[src/design/i2c_eeprom_paged_master_assert.svh]
// Assertion macros shared by the front and back end design files.
`ifndef I2C_EEPROM_PAGED_MASTER_ASSERT_SVH
`define I2C_EEPROM_PAGED_MASTER_ASSERT_SVH
`ifndef SYNTHESIS
`define IEPM_ASSERT_IMPL(label, clk, rst, prop) \
   label: assert property (@(posedge clk) disable iff (rst) prop) else $error("%m: label");
`define IEPM_ASSERT_NEVER(label, clk, rst, cond) \
   label: assert property (@(posedge clk) disable iff (rst) !(cond)) else $error("%m: label");
`else
`define IEPM_ASSERT_IMPL(label, clk, rst, prop)
`define IEPM_ASSERT_NEVER(label, clk, rst, cond)
`endif
`endif

[src/design/iepm_pkg.sv]
`timescale 1ns / 1ps
package iepm_pkg;

   localparam logic [1:0] OP_TICK  = 2'd0;
   localparam logic [1:0] OP_LOAD  = 2'd1;
   localparam logic [1:0] OP_READ  = 2'd2;
   localparam logic [1:0] OP_WRITE = 2'd3;

   localparam logic [1:0] CSR_DEVICE_SELECT = 2'd0;
   localparam logic [1:0] CSR_ACK_TIMEOUT   = 2'd1;
   localparam logic [1:0] CSR_POLL_LIMIT    = 2'd2;

   localparam logic [1:0] ST_OK      = 2'd0;
   localparam logic [1:0] ST_NO_ACK  = 2'd1;
   localparam logic [1:0] ST_POLL    = 2'd2;

   localparam int CSR_DATA_WIDTH = 16;
   localparam int QUEUE_DEPTH    = 4;
   localparam int QUEUE_AW       = 2;
   localparam int BUFFER_DEPTH   = 256;
   localparam int BUF_AW         = 8;
   localparam int PAGE_SIZE      = 32;

   typedef enum logic [4:0] {
      PH_IDLE, PH_SEGSTOP, PH_START1, PH_CTRLW, PH_ACKW, PH_AHI, PH_ACKHI, PH_ALO,
      PH_ACKLO, PH_RESTART, PH_CTRLR, PH_ACKR, PH_RDATA, PH_MACK, PH_WDATA, PH_WACK,
      PH_FSTOP
   } phase_type;

   typedef struct packed {
      logic [1:0]  opcode;
      logic        sda_in;
      logic [15:0] mem_address;
      logic [8:0]  byte_count;
      logic [7:0]  buffer_index;
      logic [7:0]  load_byte;
   } req_type;

   typedef struct packed {
      logic       scl_out;
      logic       sda_out;
      logic       busy_res;
      logic       read_valid;
      logic [7:0] read_data;
      logic       done_res;
      logic [1:0] status;
   } rsp_type;

   typedef struct packed {
      logic [1:0]  opcode;
      logic        sda_in;
      logic [15:0] mem_address;
      logic [8:0]  byte_count;
   } cmd_type;

   typedef struct packed {
      logic [6:0]  device_select;
      logic [15:0] ack_timeout;
      logic [7:0]  poll_limit;
   } csr_type;

endpackage

[src/design/iepm_front.sv]
`timescale 1ns / 1ps
module iepm_front (
   input  logic                        clock,
   input  logic                        reset,
   input  logic                        req_push,
   input  iepm_pkg::req_type           req_data,
   output logic                        req_full,
   output iepm_pkg::cmd_type           cmd_data,
   output logic                        cmd_valid,
   input  logic                        cmd_pop,
   input  logic [iepm_pkg::BUF_AW-1:0] buf_rd_addr,
   output logic [7:0]                  buf_rd_data
);
   import iepm_pkg::*;

   logic [7:0]          mem_ff [BUFFER_DEPTH];
   req_type             queue_ff [QUEUE_DEPTH];
   req_type             head;
   logic [QUEUE_AW-1:0] wr_ptr_ff, wr_ptr_in, rd_ptr_ff, rd_ptr_in;
   logic [QUEUE_AW:0]   count_ff, count_in;
   logic                accept, load_ok, enq;

   assign req_full  = (count_ff == (QUEUE_AW+1)'(QUEUE_DEPTH));
   assign accept    = req_push && !req_full;
   assign enq       = accept;
   assign head      = queue_ff[rd_ptr_ff];
   assign load_ok   = cmd_pop && (head.opcode == OP_LOAD)
                      && ({24'd0, head.buffer_index} < 32'(BUFFER_DEPTH));
   assign cmd_valid = (count_ff != '0);
   assign cmd_data  = '{opcode: head.opcode, sda_in: head.sda_in,
                        mem_address: head.mem_address, byte_count: head.byte_count};

   always_comb begin
      wr_ptr_in = enq ? wr_ptr_ff + 1'b1 : wr_ptr_ff;
      rd_ptr_in = cmd_pop ? rd_ptr_ff + 1'b1 : rd_ptr_ff;
      count_in  = count_ff + (QUEUE_AW+1)'(enq) - (QUEUE_AW+1)'(cmd_pop);
   end

   always_ff @(posedge clock) begin
      if (reset) begin
         wr_ptr_ff <= '0;
         rd_ptr_ff <= '0;
         count_ff  <= '0;
      end else begin
         wr_ptr_ff <= wr_ptr_in;
         rd_ptr_ff <= rd_ptr_in;
         count_ff  <= count_in;
      end
   end

   always_ff @(posedge clock) begin
      if (enq) begin
         queue_ff[wr_ptr_ff] <= req_data;
      end
   end

   always_ff @(posedge clock) begin
      if (load_ok) begin
         mem_ff[head.buffer_index[BUF_AW-1:0]] <= head.load_byte;
      end
      buf_rd_data <= mem_ff[buf_rd_addr];
   end

   `include "i2c_eeprom_paged_master_assert.svh"
   `IEPM_ASSERT_NEVER(a_no_underflow, clock, reset, cmd_pop && !cmd_valid)
   `IEPM_ASSERT_NEVER(a_no_overflow, clock, reset, enq && count_ff == (QUEUE_AW+1)'(QUEUE_DEPTH))
   `IEPM_ASSERT_IMPL(a_count_tracks, clock, reset, (enq && !cmd_pop) |=> count_ff == $past(count_ff) + 1'b1)
endmodule

[src/design/iepm_back.sv]
`timescale 1ns / 1ps
module iepm_back #(
   parameter int ADDRESS_BITS = 16
) (
   input  logic                        clock,
   input  logic                        reset,
   input  iepm_pkg::csr_type           csr,
   input  iepm_pkg::cmd_type           cmd_data,
   input  logic                        cmd_valid,
   output logic                        cmd_pop,
   output logic [iepm_pkg::BUF_AW-1:0] buf_rd_addr,
   input  logic [7:0]                  buf_rd_data,
   output iepm_pkg::rsp_type           rsp_data,
   output logic                        rsp_valid,
   input  logic                        rsp_ready
);
   import iepm_pkg::*;

   localparam logic [15:0] ADDR_MASK = 16'((32'd1 << ADDRESS_BITS) - 1);
   localparam logic [15:0] PAGE_MASK = 16'(PAGE_SIZE - 1);

   phase_type   phase_ff, phase_in;
   logic [4:0]  slot_ff, slot_in;
   logic [7:0]  shift_ff, shift_in, shift_cur;
   logic [15:0] addr_ff, addr_in;
   logic [8:0]  left_ff, left_in, pos_ff, pos_in;
   logic [15:0] wait_ff, wait_in;
   logic [7:0]  polls_ff, polls_in;
   logic        reading_ff, reading_in, acked_ff, acked_in;
   logic        scl_ff, scl_in, sda_ff, sda_in_lvl;
   logic        pend_ff, pend_in;
   rsp_type     out_ff, out_in;
   logic        out_valid_ff, out_valid_in;
   logic        step, fin, bit_first;
   logic [1:0]  r3;
   logic [1:0]  fail;
   logic        valid_b, done_b;
   logic [7:0]  rdata_b;
   logic [15:0] tmo, waitn;
   logic [7:0]  plim, pollsn;
   phase_type   nxt;
   logic        ld;

   assign step    = cmd_valid && (!out_valid_ff || rsp_ready);
   assign cmd_pop = step;
   assign rsp_valid = out_valid_ff;
   assign rsp_data  = out_ff;
   assign buf_rd_addr = pos_in[BUF_AW-1:0];
   assign shift_cur = pend_ff ? buf_rd_data : shift_ff;
   assign tmo  = (csr.ack_timeout == 16'd0) ? 16'd1 : csr.ack_timeout;
   assign plim = (csr.poll_limit == 8'd0) ? 8'd1 : csr.poll_limit;
   assign r3   = (slot_ff < 5'd3) ? slot_ff[1:0] : (slot_ff < 5'd6) ? 2'(slot_ff - 5'd3)
               : (slot_ff < 5'd9) ? 2'(slot_ff - 5'd6) : (slot_ff < 5'd12) ? 2'(slot_ff - 5'd9)
               : (slot_ff < 5'd15) ? 2'(slot_ff - 5'd12) : (slot_ff < 5'd18) ? 2'(slot_ff - 5'd15)
               : (slot_ff < 5'd21) ? 2'(slot_ff - 5'd18) : 2'(slot_ff - 5'd21);
   assign bit_first = (phase_ff == PH_START1) || (phase_ff == PH_RESTART);

   always_comb begin
      phase_in = phase_ff; slot_in = slot_ff; shift_in = shift_ff; addr_in = addr_ff;
      left_in = left_ff; pos_in = pos_ff; wait_in = wait_ff; polls_in = polls_ff;
      reading_in = reading_ff; acked_in = acked_ff; scl_in = scl_ff; sda_in_lvl = sda_ff;
      pend_in = pend_ff; out_in = out_ff; out_valid_in = out_valid_ff && !rsp_ready;
      fin = 1'b0; fail = ST_OK; valid_b = 1'b0; rdata_b = 8'd0; done_b = 1'b0;
      nxt = phase_ff; ld = 1'b0; waitn = wait_ff + 16'd1; pollsn = polls_ff + 8'd1;
      if (pend_ff) begin
         shift_in = buf_rd_data;
         pend_in  = 1'b0;
      end
      if (step) begin
         if (cmd_data.opcode >= OP_READ) begin
            if (phase_ff == PH_IDLE) begin
               addr_in = cmd_data.mem_address & ADDR_MASK;
               left_in = cmd_data.byte_count;
               pos_in  = 9'd0;
               reading_in = (cmd_data.opcode == OP_READ);
               ld = 1'b1;
               nxt = (cmd_data.opcode == OP_READ) ? PH_START1
                   : (cmd_data.byte_count != 9'd0) ? PH_SEGSTOP : PH_FSTOP;
            end
         end else if (cmd_data.opcode == OP_TICK && phase_ff != PH_IDLE) begin
            slot_in = slot_ff + 5'd1;
            unique case (phase_ff)
               PH_START1, PH_RESTART, PH_SEGSTOP, PH_FSTOP: begin
                  if (slot_ff == 5'd0) scl_in = 1'b0;
                  else if (slot_ff == 5'd1) sda_in_lvl = bit_first;
                  else if (slot_ff == 5'd2) scl_in = 1'b1;
                  else if (slot_ff == 5'd3) sda_in_lvl = !bit_first;
                  else begin scl_in = 1'b0; fin = 1'b1; end
               end
               PH_CTRLW, PH_AHI, PH_ALO, PH_CTRLR, PH_WDATA: begin
                  if (slot_ff < 5'd24) begin
                     if (r3 == 2'd0) begin scl_in = 1'b0; sda_in_lvl = shift_cur[7]; end
                     else if (r3 == 2'd1) scl_in = 1'b1;
                     else begin scl_in = 1'b0; shift_in = {shift_cur[6:0], 1'b0}; end
                  end else begin
                     sda_in_lvl = 1'b1; fin = 1'b1;
                  end
               end
               PH_RDATA: begin
                  if (r3 == 2'd0) begin sda_in_lvl = 1'b1; scl_in = 1'b1; end
                  else if (r3 == 2'd1) shift_in = {shift_ff[6:0], cmd_data.sda_in};
                  else begin scl_in = 1'b0; fin = (slot_ff >= 5'd23); end
               end
               PH_MACK: begin
                  if (slot_ff == 5'd0) scl_in = 1'b0;
                  else if (slot_ff == 5'd1) sda_in_lvl = (left_ff == 9'd0);
                  else if (slot_ff == 5'd2) scl_in = 1'b1;
                  else begin scl_in = 1'b0; fin = 1'b1; end
               end
               default: begin
                  if (slot_ff == 5'd0) scl_in = 1'b0;
                  else if (slot_ff == 5'd1) sda_in_lvl = 1'b1;
                  else if (slot_ff == 5'd2) begin scl_in = 1'b1; wait_in = 16'd0; end
                  else if (slot_ff == 5'd3) begin
                     if (!cmd_data.sda_in) acked_in = 1'b1;
                     else begin
                        wait_in = waitn;
                        if (waitn >= tmo) acked_in = 1'b0;
                        else slot_in = 5'd3;
                     end
                  end else if (slot_ff == 5'd4) scl_in = 1'b1;
                  else begin scl_in = 1'b0; fin = 1'b1; end
               end
            endcase
            if (fin) begin
               ld = 1'b1;
               unique case (phase_ff)
                  PH_SEGSTOP: nxt = PH_START1;
                  PH_START1:  nxt = PH_CTRLW;
                  PH_CTRLW:   nxt = PH_ACKW;
                  PH_ACKW: begin
                     if (acked_in) nxt = (ADDRESS_BITS > 8) ? PH_AHI : PH_ALO;
                     else if (reading_ff) fail = ST_NO_ACK;
                     else begin
                        polls_in = pollsn;
                        if (pollsn >= plim) fail = ST_POLL;
                        else nxt = PH_START1;
                     end
                  end
                  PH_AHI:    nxt = PH_ACKHI;
                  PH_ACKHI:  if (acked_in) nxt = PH_ALO; else fail = ST_NO_ACK;
                  PH_ALO:    nxt = PH_ACKLO;
                  PH_ACKLO:  if (acked_in) nxt = reading_ff ? PH_RESTART : PH_WDATA;
                             else fail = ST_NO_ACK;
                  PH_RESTART: nxt = PH_CTRLR;
                  PH_CTRLR:  nxt = PH_ACKR;
                  PH_ACKR:   if (acked_in) nxt = (left_ff != 9'd0) ? PH_RDATA : PH_FSTOP;
                             else fail = ST_NO_ACK;
                  PH_RDATA: begin
                     valid_b = 1'b1; rdata_b = shift_in;
                     left_in = left_ff - 9'd1;
                     nxt = PH_MACK;
                  end
                  PH_MACK:   nxt = (left_ff != 9'd0) ? PH_RDATA : PH_FSTOP;
                  PH_WDATA:  nxt = PH_WACK;
                  PH_WACK: begin
                     if (!acked_in) fail = ST_NO_ACK;
                     else begin
                        pos_in  = pos_ff + 9'd1;
                        addr_in = (addr_ff + 16'd1) & ADDR_MASK;
                        left_in = left_ff - 9'd1;
                        if (left_in == 9'd0) nxt = PH_FSTOP;
                        else if ((addr_in & PAGE_MASK) == 16'd0) nxt = PH_SEGSTOP;
                        else nxt = PH_WDATA;
                     end
                  end
                  default: begin
                     ld = 1'b0; done_b = 1'b1; nxt = PH_IDLE;
                  end
               endcase
               if (fail != ST_OK) begin
                  ld = 1'b0; done_b = 1'b1; nxt = PH_IDLE;
               end
            end
         end
         phase_in = nxt;
         if (ld) begin
            slot_in = 5'd0;
            unique case (nxt)
               PH_SEGSTOP: polls_in = 8'd0;
               PH_CTRLW:   shift_in = {csr.device_select, 1'b0};
               PH_CTRLR:   shift_in = {csr.device_select, 1'b1};
               PH_AHI:     shift_in = addr_in[15:8];
               PH_ALO:     shift_in = addr_in[7:0];
               PH_WDATA:   pend_in = 1'b1;
               PH_RDATA:   shift_in = 8'd0;
               default:    ;
            endcase
         end
         out_in = '{scl_out: scl_in, sda_out: sda_in_lvl, busy_res: (nxt != PH_IDLE),
                    read_valid: valid_b, read_data: rdata_b, done_res: done_b,
                    status: fail};
         out_valid_in = 1'b1;
      end
   end

   always_ff @(posedge clock) begin
      if (reset) begin
         phase_ff <= PH_IDLE; slot_ff <= '0; shift_ff <= '0; addr_ff <= '0;
         left_ff <= '0; pos_ff <= '0; wait_ff <= '0; polls_ff <= '0;
         reading_ff <= 1'b0; acked_ff <= 1'b0; scl_ff <= 1'b0; sda_ff <= 1'b1;
         pend_ff <= 1'b0; out_valid_ff <= 1'b0;
      end else begin
         phase_ff <= phase_in; slot_ff <= slot_in; shift_ff <= shift_in; addr_ff <= addr_in;
         left_ff <= left_in; pos_ff <= pos_in; wait_ff <= wait_in; polls_ff <= polls_in;
         reading_ff <= reading_in; acked_ff <= acked_in; scl_ff <= scl_in;
         sda_ff <= sda_in_lvl; pend_ff <= pend_in; out_valid_ff <= out_valid_in;
      end
   end

   always_ff @(posedge clock) begin
      out_ff <= out_in;
   end

   `include "i2c_eeprom_paged_master_assert.svh"
   `IEPM_ASSERT_IMPL(a_done_idle, clock, reset, (step && done_b) |=> phase_ff == PH_IDLE)
   `IEPM_ASSERT_NEVER(a_slot_range, clock, reset, slot_ff > 5'd24)
   `IEPM_ASSERT_IMPL(a_hold_out, clock, reset, (out_valid_ff && !rsp_ready) |=> $stable(out_ff))
endmodule

[src/design/i2c_eeprom_paged_master.sv]
`timescale 1ns / 1ps
// Bit-level I2C master for a paged serial EEPROM. Each tick request is one bus delay
// slot and yields one result with the SCL and SDA levels; load, read and write requests
// also yield one result each. One request is taken per cycle unless the result register
// is full and not popped, and its result is registered for the cycle after; the rate is
// set by the bus sequencer in the back end, with a four-entry request queue in front and
// a one-entry result register behind it. Loads reach the write buffer as they leave the
// queue, in order with the bus steps. The buffer is read at the next byte position, so
// each byte is ready in the first slot of its send.
module i2c_eeprom_paged_master #(
   parameter int ADDRESS_BITS = 16
) (
   input  logic              clock,
   input  logic              reset,
   input  logic              push,
   input  iepm_pkg::req_type req_data,
   output logic              full,
   output logic              empty,
   input  logic              pop,
   output iepm_pkg::rsp_type rsp_data,
   input  logic              csr_write,
   input  logic [1:0]        csr_index,
   input  logic [15:0]       csr_data
);
   import iepm_pkg::*;

   csr_type           csr_ff;
   cmd_type           cmd_data;
   logic              cmd_valid, cmd_pop, rsp_valid;
   logic [BUF_AW-1:0] buf_rd_addr;
   logic [7:0]        buf_rd_data;

   always_ff @(posedge clock) begin
      if (reset) begin
         csr_ff <= '{device_select: 7'd80, ack_timeout: 16'd65530, poll_limit: 8'd100};
      end else if (csr_write) begin
         unique case (csr_index)
            CSR_DEVICE_SELECT: csr_ff.device_select <= csr_data[6:0];
            CSR_ACK_TIMEOUT:   csr_ff.ack_timeout   <= csr_data;
            CSR_POLL_LIMIT:    csr_ff.poll_limit    <= csr_data[7:0];
            default:           ;
         endcase
      end
   end

   iepm_front u_front (
      .clock, .reset, .req_push(push), .req_data, .req_full(full),
      .cmd_data, .cmd_valid, .cmd_pop, .buf_rd_addr, .buf_rd_data
   );

   iepm_back #(.ADDRESS_BITS(ADDRESS_BITS)) u_back (
      .clock, .reset, .csr(csr_ff), .cmd_data, .cmd_valid, .cmd_pop,
      .buf_rd_addr, .buf_rd_data, .rsp_data, .rsp_valid, .rsp_ready(pop)
   );

   assign empty = !rsp_valid;
endmodule
[config.mk]
export PLATFORM = sky130hd
export DESIGN_NAME = i2c_eeprom_paged_master
export DESIGN_NICKNAME = d
export VERILOG_FILES = /design/src/design/iepm_pkg.sv /design/src/design/iepm_front.sv /design/src/design/iepm_back.sv /design/src/design/i2c_eeprom_paged_master.sv
export VERILOG_INCLUDE_DIRS = /design/src /design/src/design
export SDC_FILE = /design/constraint.sdc
export NUM_CORES = 2
export LEC_CHECK = 0
export BUFFER_PORTS_ARGS = -buffer_cell sky130_fd_sc_hd__buf_2
export CORE_MARGIN = 2
export CORE_UTILIZATION = 25
export DETAILED_ROUTE_END_ITERATION = 8
export PLACE_DENSITY = 0.38
export SYNTH_ARGS = -nofsm -noshare
export SYNTH_HDL_FRONTEND = slang
export SYNTH_SLANG_ARGS = --single-unit
[constraint.sdc]
create_clock -name clock -period 6.65 [get_ports clock]
set_clock_uncertainty 0.2 [all_clocks]
set_input_delay 0.665 -clock clock [delete_from_list [all_inputs] [get_ports clock]]
set_output_delay 0.665 -clock clock [all_outputs]
set_load 0.02 [all_outputs]
==> impl_metrics.csv <==
group,metric,value,unit
floorplanning,ios,84,
synth,synth_fp_nets,9346,
floorplanning,fp.dieH,679,um
global_route,gr-total-overflow,0,
place,place_area,0.127,sq mm
clock_network,clock-sinks,2368,
floorplanning,coreArea,0.453,sq mm
clock_network,numCtsBuffers,292,
worst_hold_path,min_path_type,"input pin to flip-flop",
sta,worst_pin_slew,1.34,ns
power_and_ir_drop,finalPower,0.0468,W
worst_setup_path,criticalPathCategory,"flip-flop to flip-flop",
worst_setup_path,end_kind,"flip-flop",
power_and_ir_drop,ir_worst_vdd,0.358,mV
clock_network,clock_path_buffers,4,
sta,setup_violations,0,
synth,avgSynthCellArea,12.3,sq um
synth,synth_flop_cell,"edfxtp_1",
route,dr.pass1.iters,8,
power_and_ir_drop,pwr-share-seq,40.3,%
global_route,grt_pass1_vias,86500,
global_route,grt_pass1_wl,690000,um
sta,max_freq,151,MHz
route,routed_wl,504000,um
worst_setup_path,start_kind,"flip-flop",
layout,nets,9914,
clock_network,root_buffer,"clkbuf_16",
synth,synth_cells,9236,
global_route,grt_max_degree,142,
synth,yosys_warnings,0,
power_and_ir_drop,p_leak,44.0,nW
synth,synth_edf_count,2239,
floorplanning,start_util,25.1,%
sta,fin_ws,0.0258,ns
power_and_ir_drop,p_comb_share,25.9,%
global_route,grt_use_total,20.7,%
layout,areaGrowthSynthToFinish,22.5,%
sta,holdWs,0.0648,ns
worst_setup_path,arrival,7.25,ns
route,ant_nets,0,
place,place_ws,-0.917,ns
synth,synth.yosys.seq_area_share,61.3,%
route,drt_iter0_drc,10800,
power_and_ir_drop,clkPwrFrac,33.7,%
floorplanning,die_w,679,um
route,viasPerCell,5.65,
clock_network,clk_pin_slew,0.06,ns
worst_setup_path,cp.required,7.27,ns
synth,ys_async_sr_fraction,0,%
route,drc,0,
synth,synth.cell_area,0.114,sq mm
floorplanning,rows,247,
run_status,status,"finished, final reports clean",
route,wire_per_inst,31.4,um
sta,timing.final.crit_period,6.62,ns
route,vias,90500,
worst_setup_path,cp_max_fo,15,
power_and_ir_drop,switching_share,33.5,%
layout,fin_area,0.140,sq mm
place,gp_congestion,0.877,
synth,synth_seq_cells,2368,
sta,hold_viol_final,0,
power_and_ir_drop,switching_power,0.0157,W
layout,layout-drive-gt1-share,19.3,%
sta,fin_crit_sh,99.6,%
sta,slew_headroom,10.5,%
global_route,antenna_found_initial,34,
sta,rsz0062_at_grt,"true",
sta,drv_slew,0,
floorplanning,die-area,0.461,sq mm
clock_network,clkLatencyLatePin,0.96,ns
flow_run,drv_cap,0,
place,io_buffers,83,
place,dp_hpwl,321000,um
clock_network,cts.htree.levels,5,
clock_network,cts_tree,"yes",
power_and_ir_drop,internal_power,0.0311,W
power_and_ir_drop,p_per_area,335,mW/mm^2
layout,fill_cells,45400,
synth,yosysUniqueCellTypes,102,
## through the flow
| stage | setup TNS [ns] | util (%) | instances |
|---|---|---|---|
| floorplan | 0 | - | 9236 |
| global placement | -5.27 | 28.0 | 15300 |
| detailed placement | -4.74 | 28.0 | 15300 |
| CTS | 0 | 30.3 | 15900 |
| global route | -0.419 | 30.8 | 16000 |
| finish | 0 | 30.8 | 16000 |
## kinds of logic (layout without fill, tap and decap cells)
group / Yosys count / count (layout) / synth area share, %
AO/OA/AOI/OAI: 3289 / 3289 / 20.0
XOR/XNOR: 35 / 35 / 0.269
adder cells (fa/ha/maj): 43 / 43 / 0.479
buffers and inverters: 960 / 1754 / 4.02
flip-flops: 2368 / 2368 / 61.3
multiplexers: 604 / 604 / 6.23
other: 0 / 14 / 0
AND/OR/NAND/NOR: 1937 / 1938 / 7.71
## layout make-up
cell class	count	area [sq um]	area share (%)
sequential	2368	69800	50.1
clock inverter	161	1590	1.14
inverter	52	205	0.147
antenna	14	35.0	0.0251
tap	5976	7480	5.36
timing repair buffer	1181	12000	8.58
multi-input combinational	5909	40800	29.2
clock buffer	360	7620	5.47
## metal layers
metal,track usage (%),up-vias,wire (um)
met4,7.52,14,19900
li1,-,38900,-
met1,28.4,47000,220000
met3,3.06,763,33500
met2,33.0,3895,230000
met5,0,-,95
## synth_stat cells (all sizes together) (16+ instances only)
cell / n / share of area (%)
edfxtp: 2239 / 59
a211o: 36 / 0.28
a22oi: 31 / 0.22
a221oi: 29 / 0.22
nand3: 362 / 1.6
and2: 18 / 0.099
xnor2: 17 / 0.13
clkbuf: 441 / 1.5
dfxtp: 129 / 2.3
buf: 467 / 2.4
and3: 31 / 0.17
o21ai: 735 / 3.2
nand2: 435 / 1.4
a311oi: 16 / 0.12
or3: 48 / 0.26
a211oi: 110 / 0.75
inv: 51 / 0.17
nor3: 110 / 0.48
nor4: 39 / 0.24
nand4: 30 / 0.16
nand3b: 18 / 0.12
mux2: 149 / 1.5
a31oi: 36 / 0.20
nor2b: 24 / 0.13
a21oi: 438 / 1.9
o22ai: 541 / 3.0
o32ai: 22 / 0.17
o211ai: 104 / 0.69
o311ai: 43 / 0.33
nand2b: 16 / 0.088
ha: 42 / 0.46
a22o: 17 / 0.13
o221ai: 948 / 7.3
nor2: 750 / 2.5
xor2: 18 / 0.14
o2111ai: 28 / 0.22
mux4: 68 / 1.3
mux2i: 387 / 3.4
o22a: 16 / 0.12
## power groups by stage
stage / Sequential (W) / Clock (W) / Combinational (W)
finish: 0.0189 / 0.0158 / 0.0121
global route: 0.0189 / 0.0166 / 0.0128
CTS: 0.0189 / 0.0161 / 0.0118
detailed placement: 0.0192 / 0 / 0.0117
global placement: 0.0191 / 0 / 0.0116
floorplan: 0.0193 / 0 / 0.00605
## path summary, 6_finish.rpt
kind	endpoint	depth (start not counted)	from	slack (ns)
worst max register to register	u_front.buf_rd_data[3]$_DFF_P_	26	u_back.wait_ff[2]$_SDFFE_PP0P_	0.03
worst max-delay path	u_front.buf_rd_data[3]$_DFF_P_	26	u_back.wait_ff[2]$_SDFFE_PP0P_	0.03
worst min register to register	u_back.addr_ff[5]$_SDFFE_PP0P_	2	u_back.addr_ff[5]$_SDFFE_PP0P_	0.27
worst min-delay path	u_back.left_ff[5]$_SDFFE_PP0P_	2	reset	0.06
## layout by cell type (no fill, tap or decap), types with 37 or more instances in the layout
cell type / instances
edfxtp_1: 2239
o221ai_1: 945
buf_4: 771
nor2_1: 733
o21ai_0: 661
o22ai_1: 529
a21oi_1: 424
nand2_1: 416
mux2i_1: 385
nand3_1: 358
clkbuf_16: 316
buf_12: 163
mux2_2: 148
dfxtp_1: 123
o211ai_1: 104
nor3_1: 100
a211oi_1: 97
buf_2: 82
clkinv_1: 68
dlygate4sd3_1: 65
clkbuf_1: 64
mux4_2: 60
o21ai_1: 60
inv_1: 50
or3_1: 46
buf_6: 44
ha_1: 41
o311ai_0: 37
clkinv_2: 37
## sequential cells by signal (all words and copies together) (netlist names), 3 cells and up, named ones only
signal,flops
u_front.mem_ff,2048
u_front.queue_ff,176
csr_ff,31
u_back.addr_ff,16
u_back.wait_ff,16
u_back.rsp_data,15
u_back.left_ff,9
u_back.polls_ff,8
u_back.pos_ff,8
u_back.shift_ff,8
u_front.buf_rd_data,8
u_back.phase_ff,5
u_back.slot_ff,5
u_front.count_ff,3
## worst max-delay path: stages, from the launching register on
cell,delay (ns)
dfxtp_4,0.36
and3_4,0.19
and3_4,0.19
and3_4,0.18
and3_4,0.22
nand4_1,0.16
xnor2_2,0.19
ha_1,0.32
nand4_1,0.15
nor2_2,0.20
nand4_1,0.12
o211ai_1,0.67
clkbuf_16,0.31
buf_12,0.14
a21o_4,0.21
nand2_8,0.09
buf_16,0.19
buf_16,0.21
buf_4,0.15
buf_12,0.14
mux2i_1,0.14
nor2_1,0.05
o21ai_0,0.61
o21ai_0,0.33
nor4_2,0.41
a22o_1,0.22
nor4_2,0.05
## timing repair
item,4_1_cts,5_1_grt
setup buffers,15,63
hold buffers,65,0
setup endpoints to repair,8,16
hold endpoints to repair,208,0
pin swaps,20,74
cloned,1,22
gates resized for setup,128,208
(Power assumes the default switching activity.)
